## src/rtl/packet_payload_ascii_capper_macros.svh

```systemverilog
// assertion macros shared by the capper rtl
`ifndef PACKET_PAYLOAD_ASCII_CAPPER_MACROS_SVH
`define PACKET_PAYLOAD_ASCII_CAPPER_MACROS_SVH
`ifndef SYNTHESIS
// plain property, checked on every rising clock edge outside reset
`define PPAC_ASSERT(lbl, prop) \
  lbl: assert property (@(posedge clk_i) disable iff (!rst_ni) (prop)) \
    else $error("ppac assertion failed");
// overlapped implication
`define PPAC_ASSERT_IMP(lbl, ante, cons) \
  lbl: assert property (@(posedge clk_i) disable iff (!rst_ni) (ante) |-> (cons)) \
    else $error("ppac implication failed");
`else
`define PPAC_ASSERT(lbl, prop)
`define PPAC_ASSERT_IMP(lbl, ante, cons)
`endif
`endif

```

## src/rtl/ppac_pkg.sv

```systemverilog
package ppac_pkg;

  // verdict codes
  typedef enum logic [1:0] {
    V_KEEP  = 2'd0,
    V_CAP   = 2'd1,
    V_UNSUP = 2'd2,
    V_ILL   = 2'd3
  } verdict_e;

  localparam int unsigned LEN_W = 16;  // frame length never exceeds 65535
  localparam int unsigned CAP_W = 15;

  // header parsing constants
  localparam logic [15:0] ETH_TYPE_VLAN = 16'h8100;
  localparam logic [15:0] ETH_TYPE_IPV4 = 16'h0800;
  localparam int unsigned ETH_TYPE_OFS  = 12;
  localparam int unsigned ETH_HDR_LEN   = 14;
  localparam int unsigned VLAN_TAG_LEN  = 4;
  localparam int unsigned IP_MIN_HDR    = 20;
  localparam int unsigned IP_PROTO_OFS  = 9;
  localparam logic [7:0]  IP_PROTO_UDP  = 8'd17;
  localparam logic [7:0]  IP_PROTO_TCP  = 8'd6;
  localparam int unsigned UDP_HDR_LEN   = 8;
  localparam int unsigned TCP_DOFF_OFS  = 12;
  localparam logic [3:0]  TCP_MIN_DOFF  = 4'd5;
  localparam int unsigned PCT_SCALE     = 100;

  // configuration as seen by the datapath
  typedef struct packed {
    logic [7:0]  printable_low;
    logic [7:0]  printable_high;
    logic [14:0] run_threshold;
    logic [6:0]  text_percent;
  } cfg_t;

  // per-frame summary handed from parser to verdict unit
  typedef struct packed {
    logic             pend;     // share test still to be made
    verdict_e         verdict;  // final verdict when not pending
    logic [CAP_W-1:0] header;
    logic [LEN_W-1:0] len;
    logic [LEN_W-1:0] count;
  } frame_rec_t;

endpackage

```

## src/rtl/ppac_fifo.sv

```systemverilog
module ppac_fifo #(
  parameter int unsigned WIDTH = 8,
  parameter int unsigned DEPTH = 4
) (
  input  logic             clk_i,
  input  logic             rst_ni,
  input  logic             push_i,
  input  logic [WIDTH-1:0] data_i,
  input  logic             pop_i,
  output logic [WIDTH-1:0] data_o,
  output logic             empty_o,
  output logic             full_o
);
`include "packet_payload_ascii_capper_macros.svh"

  localparam int unsigned PW = (DEPTH > 1) ? $clog2(DEPTH) : 1;
  localparam int unsigned CW = $clog2(DEPTH + 1);

  logic [WIDTH-1:0] mem_q [DEPTH];
  logic [PW-1:0]    wr_q, wr_d, rd_q, rd_d;
  logic [CW-1:0]    cnt_q, cnt_d;

  assign empty_o = (cnt_q == '0);
  assign full_o  = (cnt_q == CW'(DEPTH));
  assign data_o  = mem_q[rd_q];

  always_comb begin
    wr_d  = wr_q;
    rd_d  = rd_q;
    cnt_d = cnt_q;
    if (push_i) begin
      wr_d = (wr_q == PW'(DEPTH - 1)) ? '0 : wr_q + 1'b1;
    end
    if (pop_i) begin
      rd_d = (rd_q == PW'(DEPTH - 1)) ? '0 : rd_q + 1'b1;
    end
    if (push_i && !pop_i) begin
      cnt_d = cnt_q + 1'b1;
    end else if (pop_i && !push_i) begin
      cnt_d = cnt_q - 1'b1;
    end
  end

  always_ff @(posedge clk_i or negedge rst_ni) begin
    if (!rst_ni) begin
      wr_q  <= '0;
      rd_q  <= '0;
      cnt_q <= '0;
    end else begin
      wr_q  <= wr_d;
      rd_q  <= rd_d;
      cnt_q <= cnt_d;
    end
  end

  always_ff @(posedge clk_i) begin
    if (push_i) begin
      mem_q[wr_q] <= data_i;
    end
  end

  `PPAC_ASSERT(a_fifo_no_overflow, !(push_i && full_o))
  `PPAC_ASSERT(a_fifo_no_underflow, !(pop_i && empty_o))

endmodule

```

## src/rtl/ppac_front.sv

```systemverilog
module ppac_front #(
  parameter int unsigned MAX_FRAME_BYTES = 16384
) (
  input  logic                clk_i,
  input  logic                rst_ni,
  input  logic                accept_i,
  input  logic [7:0]          data_byte_i,
  input  logic                last_byte_i,
  input  ppac_pkg::cfg_t      cfg_i,
  output logic                push_o,
  output ppac_pkg::frame_rec_t rec_o
);
`include "packet_payload_ascii_capper_macros.svh"

  localparam int unsigned W  = $clog2(MAX_FRAME_BYTES + 1);
  localparam int unsigned HW = $clog2(MAX_FRAME_BYTES + 128);
  localparam int unsigned CW = (W > 15) ? W : 15;

  typedef enum logic [1:0] {
    PH_TAG,
    PH_IP,
    PH_TCP,
    PH_PAY
  } phase_e;

  phase_e             phase_q, phase_n, phase_d;
  logic [W-1:0]       off_q, off_n, off_d;
  logic [HW-1:0]      hdr_q, hdr_n, hdr_d;
  logic [7:0]         hold_q, hold_n, hold_d;
  logic [7:0]         proto_q, proto_n, proto_d;
  logic [W-1:0]       run_q, run_n, run_d;
  logic [W-1:0]       cnt_q, cnt_n, cnt_d;
  logic               early_q, early_n, early_d;
  ppac_pkg::verdict_e ev_q, ev_n, ev_d;

  logic [HW-1:0] pos;
  logic          in_span;
  logic          printable;
  logic          pay_ok;

  assign pos       = HW'(off_q);
  assign in_span   = (off_q < W'(MAX_FRAME_BYTES));
  assign printable = (data_byte_i >= cfg_i.printable_low) &&
                     (data_byte_i <= cfg_i.printable_high);

  // byte step
  always_comb begin
    phase_n = phase_q;
    off_n   = off_q;
    hdr_n   = hdr_q;
    hold_n  = hold_q;
    proto_n = proto_q;
    run_n   = run_q;
    cnt_n   = cnt_q;
    early_n = early_q;
    ev_n    = ev_q;
    if (in_span) begin
      off_n = off_q + 1'b1;
      if (!early_q) begin
        case (phase_q)
          PH_TAG: begin
            if (pos == hdr_q + HW'(ppac_pkg::ETH_TYPE_OFS)) begin
              hold_n = data_byte_i;
            end else if (pos == hdr_q + HW'(ppac_pkg::ETH_TYPE_OFS + 1)) begin
              if ({hold_q, data_byte_i} == ppac_pkg::ETH_TYPE_VLAN) begin
                hdr_n = hdr_q + HW'(ppac_pkg::VLAN_TAG_LEN);
              end else if ({hold_q, data_byte_i} == ppac_pkg::ETH_TYPE_IPV4) begin
                hdr_n   = hdr_q + HW'(ppac_pkg::ETH_HDR_LEN);
                phase_n = PH_IP;
              end else begin
                early_n = 1'b1;
                ev_n    = ppac_pkg::V_UNSUP;
              end
            end
          end
          PH_IP: begin
            if (pos == hdr_q) begin
              hold_n = {2'b00, data_byte_i[3:0], 2'b00};
              if ({2'b00, data_byte_i[3:0], 2'b00} < 8'(ppac_pkg::IP_MIN_HDR)) begin
                early_n = 1'b1;
                ev_n    = ppac_pkg::V_ILL;
              end
            end else if (pos == hdr_q + HW'(ppac_pkg::IP_PROTO_OFS)) begin
              proto_n = data_byte_i;
            end else if (pos == hdr_q + HW'(hold_q) - 1'b1) begin
              if (proto_q == ppac_pkg::IP_PROTO_UDP) begin
                hdr_n   = hdr_q + HW'(hold_q) + HW'(ppac_pkg::UDP_HDR_LEN);
                phase_n = PH_PAY;
              end else if (proto_q == ppac_pkg::IP_PROTO_TCP) begin
                hdr_n   = hdr_q + HW'(hold_q);
                phase_n = PH_TCP;
              end else begin
                hdr_n   = hdr_q + HW'(hold_q);
                early_n = 1'b1;
                ev_n    = ppac_pkg::V_UNSUP;
              end
            end
          end
          PH_TCP: begin
            if (pos == hdr_q + HW'(ppac_pkg::TCP_DOFF_OFS)) begin
              if (data_byte_i[7:4] < ppac_pkg::TCP_MIN_DOFF) begin
                early_n = 1'b1;
                ev_n    = ppac_pkg::V_ILL;
              end else begin
                hdr_n   = hdr_q + HW'({data_byte_i[7:4], 2'b00});
                phase_n = PH_PAY;
              end
            end
          end
          PH_PAY: begin
            if (pos >= hdr_q) begin
              if (printable) begin
                run_n = run_q + 1'b1;
                cnt_n = cnt_q + 1'b1;
                if ((cfg_i.run_threshold != '0) &&
                    (CW'(run_q + 1'b1) == CW'(cfg_i.run_threshold))) begin
                  early_n = 1'b1;
                  ev_n    = ppac_pkg::V_KEEP;
                end
              end else begin
                run_n = '0;
              end
            end
          end
          default: ;
        endcase
      end
    end
  end

  // frame summary from the state after the last byte
  assign pay_ok = (phase_n == PH_PAY) && (hdr_n < HW'(off_n));

  always_comb begin
    rec_o.pend    = !early_n && pay_ok;
    rec_o.verdict = early_n ? ev_n : ppac_pkg::V_ILL;
    rec_o.header  = ppac_pkg::CAP_W'(hdr_n);
    rec_o.len     = ppac_pkg::LEN_W'(off_n);
    rec_o.count   = ppac_pkg::LEN_W'(cnt_n);
  end

  assign push_o = accept_i && last_byte_i;

  always_comb begin
    if (last_byte_i) begin
      phase_d = PH_TAG;
      off_d   = '0;
      hdr_d   = '0;
      hold_d  = '0;
      proto_d = '0;
      run_d   = '0;
      cnt_d   = '0;
      early_d = 1'b0;
      ev_d    = ppac_pkg::V_KEEP;
    end else begin
      phase_d = phase_n;
      off_d   = off_n;
      hdr_d   = hdr_n;
      hold_d  = hold_n;
      proto_d = proto_n;
      run_d   = run_n;
      cnt_d   = cnt_n;
      early_d = early_n;
      ev_d    = ev_n;
    end
  end

  always_ff @(posedge clk_i or negedge rst_ni) begin
    if (!rst_ni) begin
      phase_q <= PH_TAG;
      off_q   <= '0;
      hdr_q   <= '0;
      hold_q  <= '0;
      proto_q <= '0;
      run_q   <= '0;
      cnt_q   <= '0;
      early_q <= 1'b0;
      ev_q    <= ppac_pkg::V_KEEP;
    end else if (accept_i) begin
      phase_q <= phase_d;
      off_q   <= off_d;
      hdr_q   <= hdr_d;
      hold_q  <= hold_d;
      proto_q <= proto_d;
      run_q   <= run_d;
      cnt_q   <= cnt_d;
      early_q <= early_d;
      ev_q    <= ev_d;
    end
  end

  `PPAC_ASSERT(a_hdr_bound, hdr_q <= HW'(MAX_FRAME_BYTES + 64))
  `PPAC_ASSERT(a_early_freeze, ((early_q && !(accept_i && last_byte_i)) |=> $stable(phase_q)))

endmodule

```

## src/rtl/ppac_back.sv

```systemverilog
module ppac_back (
  input  logic                               clk_i,
  input  logic                               rst_ni,
  input  logic                               rec_valid_i,
  input  ppac_pkg::frame_rec_t               rec_i,
  input  logic [6:0]                         text_percent_i,
  output logic                               pop_o,
  output logic                               out_valid_o,
  input  logic                               out_stall_i,
  output logic [1:0]                         verdict_o,
  output logic [ppac_pkg::CAP_W-1:0]         cap_length_o
);
`include "packet_payload_ascii_capper_macros.svh"

  localparam int unsigned PW = ppac_pkg::LEN_W + 7;

  // product stage
  logic                       s1_valid_q;
  logic                       s1_pend_q;
  ppac_pkg::verdict_e         s1_v_q;
  logic [ppac_pkg::CAP_W-1:0] s1_hdr_q;
  logic [ppac_pkg::CAP_W-1:0] s1_len_q;
  logic [PW-1:0]              s1_a_q;
  logic [PW-1:0]              s1_b_q;

  // output register
  logic                       out_valid_q;
  ppac_pkg::verdict_e         verdict_q, verdict_d;
  logic [ppac_pkg::CAP_W-1:0] cap_q, cap_d;

  logic out_load;
  logic share_ok;

  assign out_load = !out_valid_q || !out_stall_i;
  assign pop_o    = rec_valid_i && (!s1_valid_q || out_load);
  assign share_ok = (s1_a_q >= s1_b_q);

  always_comb begin
    if (s1_pend_q) begin
      verdict_d = share_ok ? ppac_pkg::V_KEEP : ppac_pkg::V_CAP;
      cap_d     = share_ok ? s1_len_q : s1_hdr_q;
    end else begin
      verdict_d = s1_v_q;
      cap_d     = s1_len_q;
    end
  end

  always_ff @(posedge clk_i or negedge rst_ni) begin
    if (!rst_ni) begin
      s1_valid_q  <= 1'b0;
      out_valid_q <= 1'b0;
    end else begin
      if (pop_o) begin
        s1_valid_q <= 1'b1;
      end else if (out_load) begin
        s1_valid_q <= 1'b0;
      end
      if (out_load) begin
        out_valid_q <= s1_valid_q;
      end
    end
  end

  always_ff @(posedge clk_i) begin
    if (pop_o) begin
      s1_pend_q <= rec_i.pend;
      s1_v_q    <= rec_i.verdict;
      s1_hdr_q  <= rec_i.header;
      s1_len_q  <= ppac_pkg::CAP_W'(rec_i.len);
      s1_a_q    <= PW'(rec_i.count) * PW'(ppac_pkg::PCT_SCALE);
      s1_b_q    <= PW'(text_percent_i) * PW'(rec_i.len);
    end
    if (out_load && s1_valid_q) begin
      verdict_q <= verdict_d;
      cap_q     <= cap_d;
    end
  end

  assign out_valid_o  = out_valid_q;
  assign verdict_o    = verdict_q;
  assign cap_length_o = cap_q;

  `PPAC_ASSERT_IMP(a_s1_hold, s1_valid_q && out_valid_q && out_stall_i,
                   ##1 (s1_valid_q && $stable(s1_a_q) && $stable(s1_b_q)))

endmodule

```

## src/rtl/packet_payload_ascii_capper.sv

```systemverilog
// a frame's summary passes the summary queue, the product stage and the output register in turn
// throughput: one frame byte per cycle while the summary queue is not full
// a four-entry summary queue lets the parser run on while the output is stalled
// reset: rst_ni is asynchronous, active low; parser, queue and output go empty,
// registers return to 32, 126, 8 and 50
module packet_payload_ascii_capper #(
  parameter int unsigned MAX_FRAME_BYTES = 16384
) (
  input  logic                       clk_i,
  input  logic                       rst_ni,
  // byte stream
  input  logic                       in_valid_i,
  output logic                       in_stall_o,
  input  logic [7:0]                 data_byte_i,
  input  logic                       last_byte_i,
  // verdict stream
  output logic                       out_valid_o,
  input  logic                       out_stall_i,
  output logic [1:0]                 verdict_o,
  output logic [ppac_pkg::CAP_W-1:0] cap_length_o,
  // register port
  input  logic                       psel,
  input  logic                       penable,
  input  logic                       pwrite,
  input  logic [3:0]                 paddr,
  input  logic [31:0]                pwdata,
  output logic [31:0]                prdata,
  output logic                       pready
);

  localparam int unsigned QDEPTH = 4;

  // register indices (word address)
  localparam logic [1:0] REG_PRINT_LOW  = 2'd0;
  localparam logic [1:0] REG_PRINT_HIGH = 2'd1;
  localparam logic [1:0] REG_RUN_THR    = 2'd2;
  localparam logic [1:0] REG_TEXT_PCT   = 2'd3;

  ppac_pkg::cfg_t       cfg_q;
  ppac_pkg::frame_rec_t front_rec;
  ppac_pkg::frame_rec_t q_rec;
  logic                 wr_en;
  logic                 accept;
  logic                 push;
  logic                 pop;
  logic                 q_empty;
  logic                 q_full;

  // ---------------------------------------------------------------------------
  // register port: zero wait state, decode on the word address only
  // ---------------------------------------------------------------------------
  assign pready = 1'b1;
  assign wr_en  = psel && penable && pwrite;

  always_ff @(posedge clk_i or negedge rst_ni) begin
    if (!rst_ni) begin
      cfg_q.printable_low  <= 8'd32;
      cfg_q.printable_high <= 8'd126;
      cfg_q.run_threshold  <= 15'd8;
      cfg_q.text_percent   <= 7'd50;
    end else if (wr_en) begin
      case (paddr[3:2])
        REG_PRINT_LOW:  cfg_q.printable_low  <= pwdata[7:0];
        REG_PRINT_HIGH: cfg_q.printable_high <= pwdata[7:0];
        REG_RUN_THR:    cfg_q.run_threshold  <= pwdata[14:0];
        REG_TEXT_PCT:   cfg_q.text_percent   <= pwdata[6:0];
        default: ;
      endcase
    end
  end

  always_comb begin
    case (paddr[3:2])
      REG_PRINT_LOW:  prdata = {24'd0, cfg_q.printable_low};
      REG_PRINT_HIGH: prdata = {24'd0, cfg_q.printable_high};
      REG_RUN_THR:    prdata = {17'd0, cfg_q.run_threshold};
      REG_TEXT_PCT:   prdata = {25'd0, cfg_q.text_percent};
      default:        prdata = '0;
    endcase
  end

  // ---------------------------------------------------------------------------
  // front: header parse and payload counting, one byte per transaction;
  // the byte stream stalls only when the summary queue is full
  // ---------------------------------------------------------------------------
  assign in_stall_o = q_full;
  assign accept     = in_valid_i && !in_stall_o;

  ppac_front #(
    .MAX_FRAME_BYTES(MAX_FRAME_BYTES)
  ) u_front (
    .clk_i       (clk_i),
    .rst_ni      (rst_ni),
    .accept_i    (accept),
    .data_byte_i (data_byte_i),
    .last_byte_i (last_byte_i),
    .cfg_i       (cfg_q),
    .push_o      (push),
    .rec_o       (front_rec)
  );

  // ---------------------------------------------------------------------------
  // per-frame summary queue between parser and verdict unit
  // ---------------------------------------------------------------------------
  ppac_fifo #(
    .WIDTH($bits(ppac_pkg::frame_rec_t)),
    .DEPTH(QDEPTH)
  ) u_queue (
    .clk_i   (clk_i),
    .rst_ni  (rst_ni),
    .push_i  (push),
    .data_i  (front_rec),
    .pop_i   (pop),
    .data_o  (q_rec),
    .empty_o (q_empty),
    .full_o  (q_full)
  );

  // ---------------------------------------------------------------------------
  // back: share test products are registered, then compared into the
  // output register which holds the result while the sink stalls
  // ---------------------------------------------------------------------------
  ppac_back u_back (
    .clk_i          (clk_i),
    .rst_ni         (rst_ni),
    .rec_valid_i    (!q_empty),
    .rec_i          (q_rec),
    .text_percent_i (cfg_q.text_percent),
    .pop_o          (pop),
    .out_valid_o    (out_valid_o),
    .out_stall_i    (out_stall_i),
    .verdict_o      (verdict_o),
    .cap_length_o   (cap_length_o)
  );

endmodule

```

## config.mk

```make
export PLATFORM = sky130hd
export DESIGN_NAME = packet_payload_ascii_capper
export DESIGN_NICKNAME = d
export VERILOG_FILES = /design/src/rtl/ppac_pkg.sv /design/src/rtl/ppac_fifo.sv /design/src/rtl/ppac_front.sv /design/src/rtl/ppac_back.sv /design/src/rtl/packet_payload_ascii_capper.sv
export VERILOG_INCLUDE_DIRS = /design/src /design/src/rtl
export SDC_FILE = /design/constraint.sdc
export NUM_CORES = 1
export LEC_CHECK = 0
export ABC_AREA = 1
export BUFFER_PORTS_ARGS = -buffer_cell sky130_fd_sc_hd__buf_2
export CAP_MARGIN = 10
export CORE_MARGIN = 1
export CORE_UTILIZATION = 45
export DETAILED_ROUTE_END_ITERATION = 10
export GPL_ROUTABILITY_DRIVEN = 0
export GPL_TIMING_DRIVEN = 1
export HOLD_SLACK_MARGIN = 0.05
export PLACE_DENSITY = 0.64
export SKIP_CTS_REPAIR_TIMING = 1
export SLEW_MARGIN = 0
export SYNTH_ARGS = -nofsm -noshare
export SYNTH_HDL_FRONTEND = slang
export SYNTH_SLANG_ARGS = --single-unit
export TNS_END_PERCENT = 5
```

## constraint.sdc

```tcl
create_clock -name clk_i -period 7.1 [get_ports clk_i]
set_input_delay 1.065 -clock clk_i [delete_from_list [all_inputs] [get_ports clk_i]]
set_output_delay 1.065 -clock clk_i [all_outputs]
set_load 0.05 [all_outputs]
```

==> impl_results.md <==
- Area grow syn2layout: 8.892%
- CTS tree: done
- I/O pin count: 104
- Yosys reg bits: 414
- H-tree levels: 2
- CP endpoint kind: register
- Row cnt: 90
- Routed via count: 21.94k
- Critical Path Max Stage Delay: 0.70 ns
- N_diodes: 0
- Reg clk slew, reported paths: 0.06 ns
- Count of different cell masters after synthesis: 68
- Combinational share of power: 0.594
- Worst hold slack: 0.4808 ns
- DRC: 0
- RSZ-0062 raised after global routing: false
- Clock Path Buffers: 3
- Max_cap viols: 0
- Global-route wire length before repair: 117.9 mm
- Post-synth EDFFs: 286
- Clk Latency, worst-skew pair: 0.57 ns
- Crit-path max FO: 13
- Crit. Startpoint: u_front.hdr_q[0]
- Predominant post-synthesis flop cell: edfxtp_1
- P_int: 8.198 mW
- Leakage: 13.74 nW
- Final Max Slew Viols: 0
- Seq/Total Area, Yosys: 0.4235
- DRT iter0 DRCs: 1919
- GRT Overall Usage: 0.2407
- Sequential share of power: 0.262
- Clock network fraction of total power: 0.144
- Final nets: 3544
- Asr flop ratio synth: 0.3092
- Final Hold Viols: 0
- Period utilization: 0.8967
- Crit-path most repeated cell: nand2_1
- VDD IR-drop max: 0.3118 mV
- Clock sink count: 414
- Flop-to-flop setup slack: 0.73 ns
- Layout cells sized above 1: 0.09088
- Post-layout min period: 6.366 ns
- Fmax: 157.1 MHz
- Synth area leaders: edfxtp_1 (31%), dfrtp_1 (11%), nand2_1 (9.2%)
- Initial Util: 0.4584
- Kind of critical path: reg2reg
- HPWL reported at the end of detailed placement: 55.43 mm
- Reg2reg start: u_front.hdr_q[0]
- Area leader, netlist: edfxtp_1
- DR WL/cell: 18.38 um
- Critical Path End: u_queue.mem_q[0][47]
- Pin count of the biggest net entering global routing: 99
- DIE HEIGHT: 250.9 um
- Final Skew: 0.01918 ns
- Worst slew pin tran: 0.9572 ns
- Status: complete, no violations
- Syn. warnings: 0
- Total global routing overflow: 0
- Req. time, crit path: 7.44 ns
- DRT antenna net count: 0
- Core area: 60810 um^2
- Final Setup Violations: 0
- Top cell type's share of synthesized area: 0.3081
- Cells after Synth: 3179
- Total CTS buffers: 42
- Register-to-Register Path Depth: 32
- Setup TNS: 0 ns
- Worst Path Arrival: 6.71 ns
- Die Width: 250.9 um
- Max stage delay cell, worst path: a21boi_0
- Crit path launch type: register
- Power Dens Cells: 501.5 nW/um^2
- Relative slew slack: 0.3595
- Avg Inst Size Synth: 8.769 um^2
- First-pass DRT Iterations: 6
- CTS Root Cell: clkbuf_16
- Vias in the first global route: 21.20k
- Initial antenna violation count: 2
- Post-layout util: 0.4992
- Drt via density: 5.433
- IO buf count: 66
- Final wirelength: 74.24 mm
- Worst hold path type: reg2reg
- P_sw: 7.026 mW
- Synth Cell Area: 27880 um^2
- End of the worst register-to-register path: u_queue.mem_q[0][47]
- Die Area: 62950 um^2
- Switching Share: 0.4615
[critical path, delay by kind of cell, from the launching register on]
family	cells	cell delay [ns]
buffers and inverters	3	0.37
AND/OR/NAND/NOR	20	2.41
adder cells (fa/ha/maj)	4	1.27
flip-flops	1	0.48
AO/OA/AOI/OAI	5	1.60
[power by group through the flow]
| stage | logic [mW] | clock network [mW] | registers, mW |
|---|---|---|---|
| after detailed placement | 9.04 | 0 | 4.03 |
| final | 9.04 | 2.20 | 3.99 |
| after floorplan | 6.64 | 0 | 4.09 |
| after CTS | 9.12 | 2.24 | 3.99 |
| after global placement | 8.95 | 0 | 4.02 |
| after global routing | 10.3 | 2.33 | 4.04 |
[placed cells by master (no fill, tap or decap), drive strengths merged, types with 13 or more instances in the layout]
master,Yosys,routed
o31ai,13,13
buf,35,92
clkbuf,73,57
nand4,54,54
nor3,47,47
dfrtp,117,117
xnor2,23,23
o211ai,13,13
nand3,169,169
conb,2,18
clkinv,11,24
o22ai,49,49
inv,439,441
o21ai,196,196
nand2,714,714
xor2,116,116
a21oi,140,140
nor2,267,267
ha,192,192
nor4,19,19
or2,15,15
edfxtp,286,286
mux2,16,16
fa,77,77
[cell type report]
type,instances,area (um^2)
Inverter,450,1692
Multi-Input combinational cell,2223,13960
Timing Repair Buffer,92,544.3
Clock buffer,57,1161
Sequential cell,414,11810
Clock inverter,21,211.5
Fill cell,5726,30450
Tap cell,782,978.4
[state kept, by name, indices dropped and copies added, names as in the netlist, 21 cells and up]
register       cells
u_back.s1_b_q     23
u_back.s1_a_q     21
u_queue.mem_q    192
cfg_q             38
[worst min-delay path by stage]
stage	startpoint	cells past startpoint	to
2_1_floorplan	u_back.s1_valid_q	2	u_back.out_valid_o
3_3_place_gp	u_back.s1_valid_q	2	u_back.out_valid_o
3_5_place_dp	u_front.proto_q[6]	2	u_front.proto_q[6]
4_1_cts	u_back.s1_valid_q	2	u_back.out_valid_o
5_1_grt	u_back.s1_valid_q	2	u_back.out_valid_o
6_report	u_back.s1_valid_q	2	u_back.out_valid_o
[cell families after synthesis]
kind of cell	share of synthesized area
other	0.0002694
and+or+nand+nor	0.2045
DFF	0.4235
xor gates and xnor gates	0.04421
adders and majority gates	0.1415
AOI/OAI and AO/OA	0.09992
muxes	0.006822
buffers and inverters	0.07927
[synth_stat cells (all sizes together) (3+ instances only)]
master,n
a21o,3
o2111ai,9
nand4,54
nand3b,3
and3,3
a21boi,3
fa,77
o31ai,13
ha,192
buf,35
nand2,714
o22ai,49
nor4,19
dfstp,11
nand3,169
o21bai,9
a22oi,5
xnor2,23
dfrtp,117
a32oi,9
a211oi,11
o21a,5
mux2,16
nor3b,6
o21ai,196
inv,439
clkinv,11
o211ai,13
xor2,116
a31oi,5
clkbuf,73
edfxtp,286
a21oi,140
nor2,267
or2,15
nor3,47
[layer usage]
| layer | track usage | routed length (um) | up-vias |
|---|---|---|---|
| met5 | 0 | 0 | - |
| met4 | 0.08432 | 2610 | 0 |
| met3 | 0.03262 | 4339 | 147 |
| met2 | 0.3915 | 34130 | 691 |
| met1 | 0.3295 | 33160 | 10450 |
| li1 | - | - | 10660 |
[metrics by stage]
stage                     instance area, um^2  setup slack [ns]  power (mW)  cells
after floorplan                         27940             1.672       10.73   3195
after global placement                  28980             1.040       12.98   3961
after detailed placement                28980            0.9208       13.07   3961
after CTS                               30350            0.8799       15.35   4039
after global routing                    30350            0.1152       16.67   4039
final                                   30350            0.7336       15.22   4039
Power figures use the tool's default switching activity.
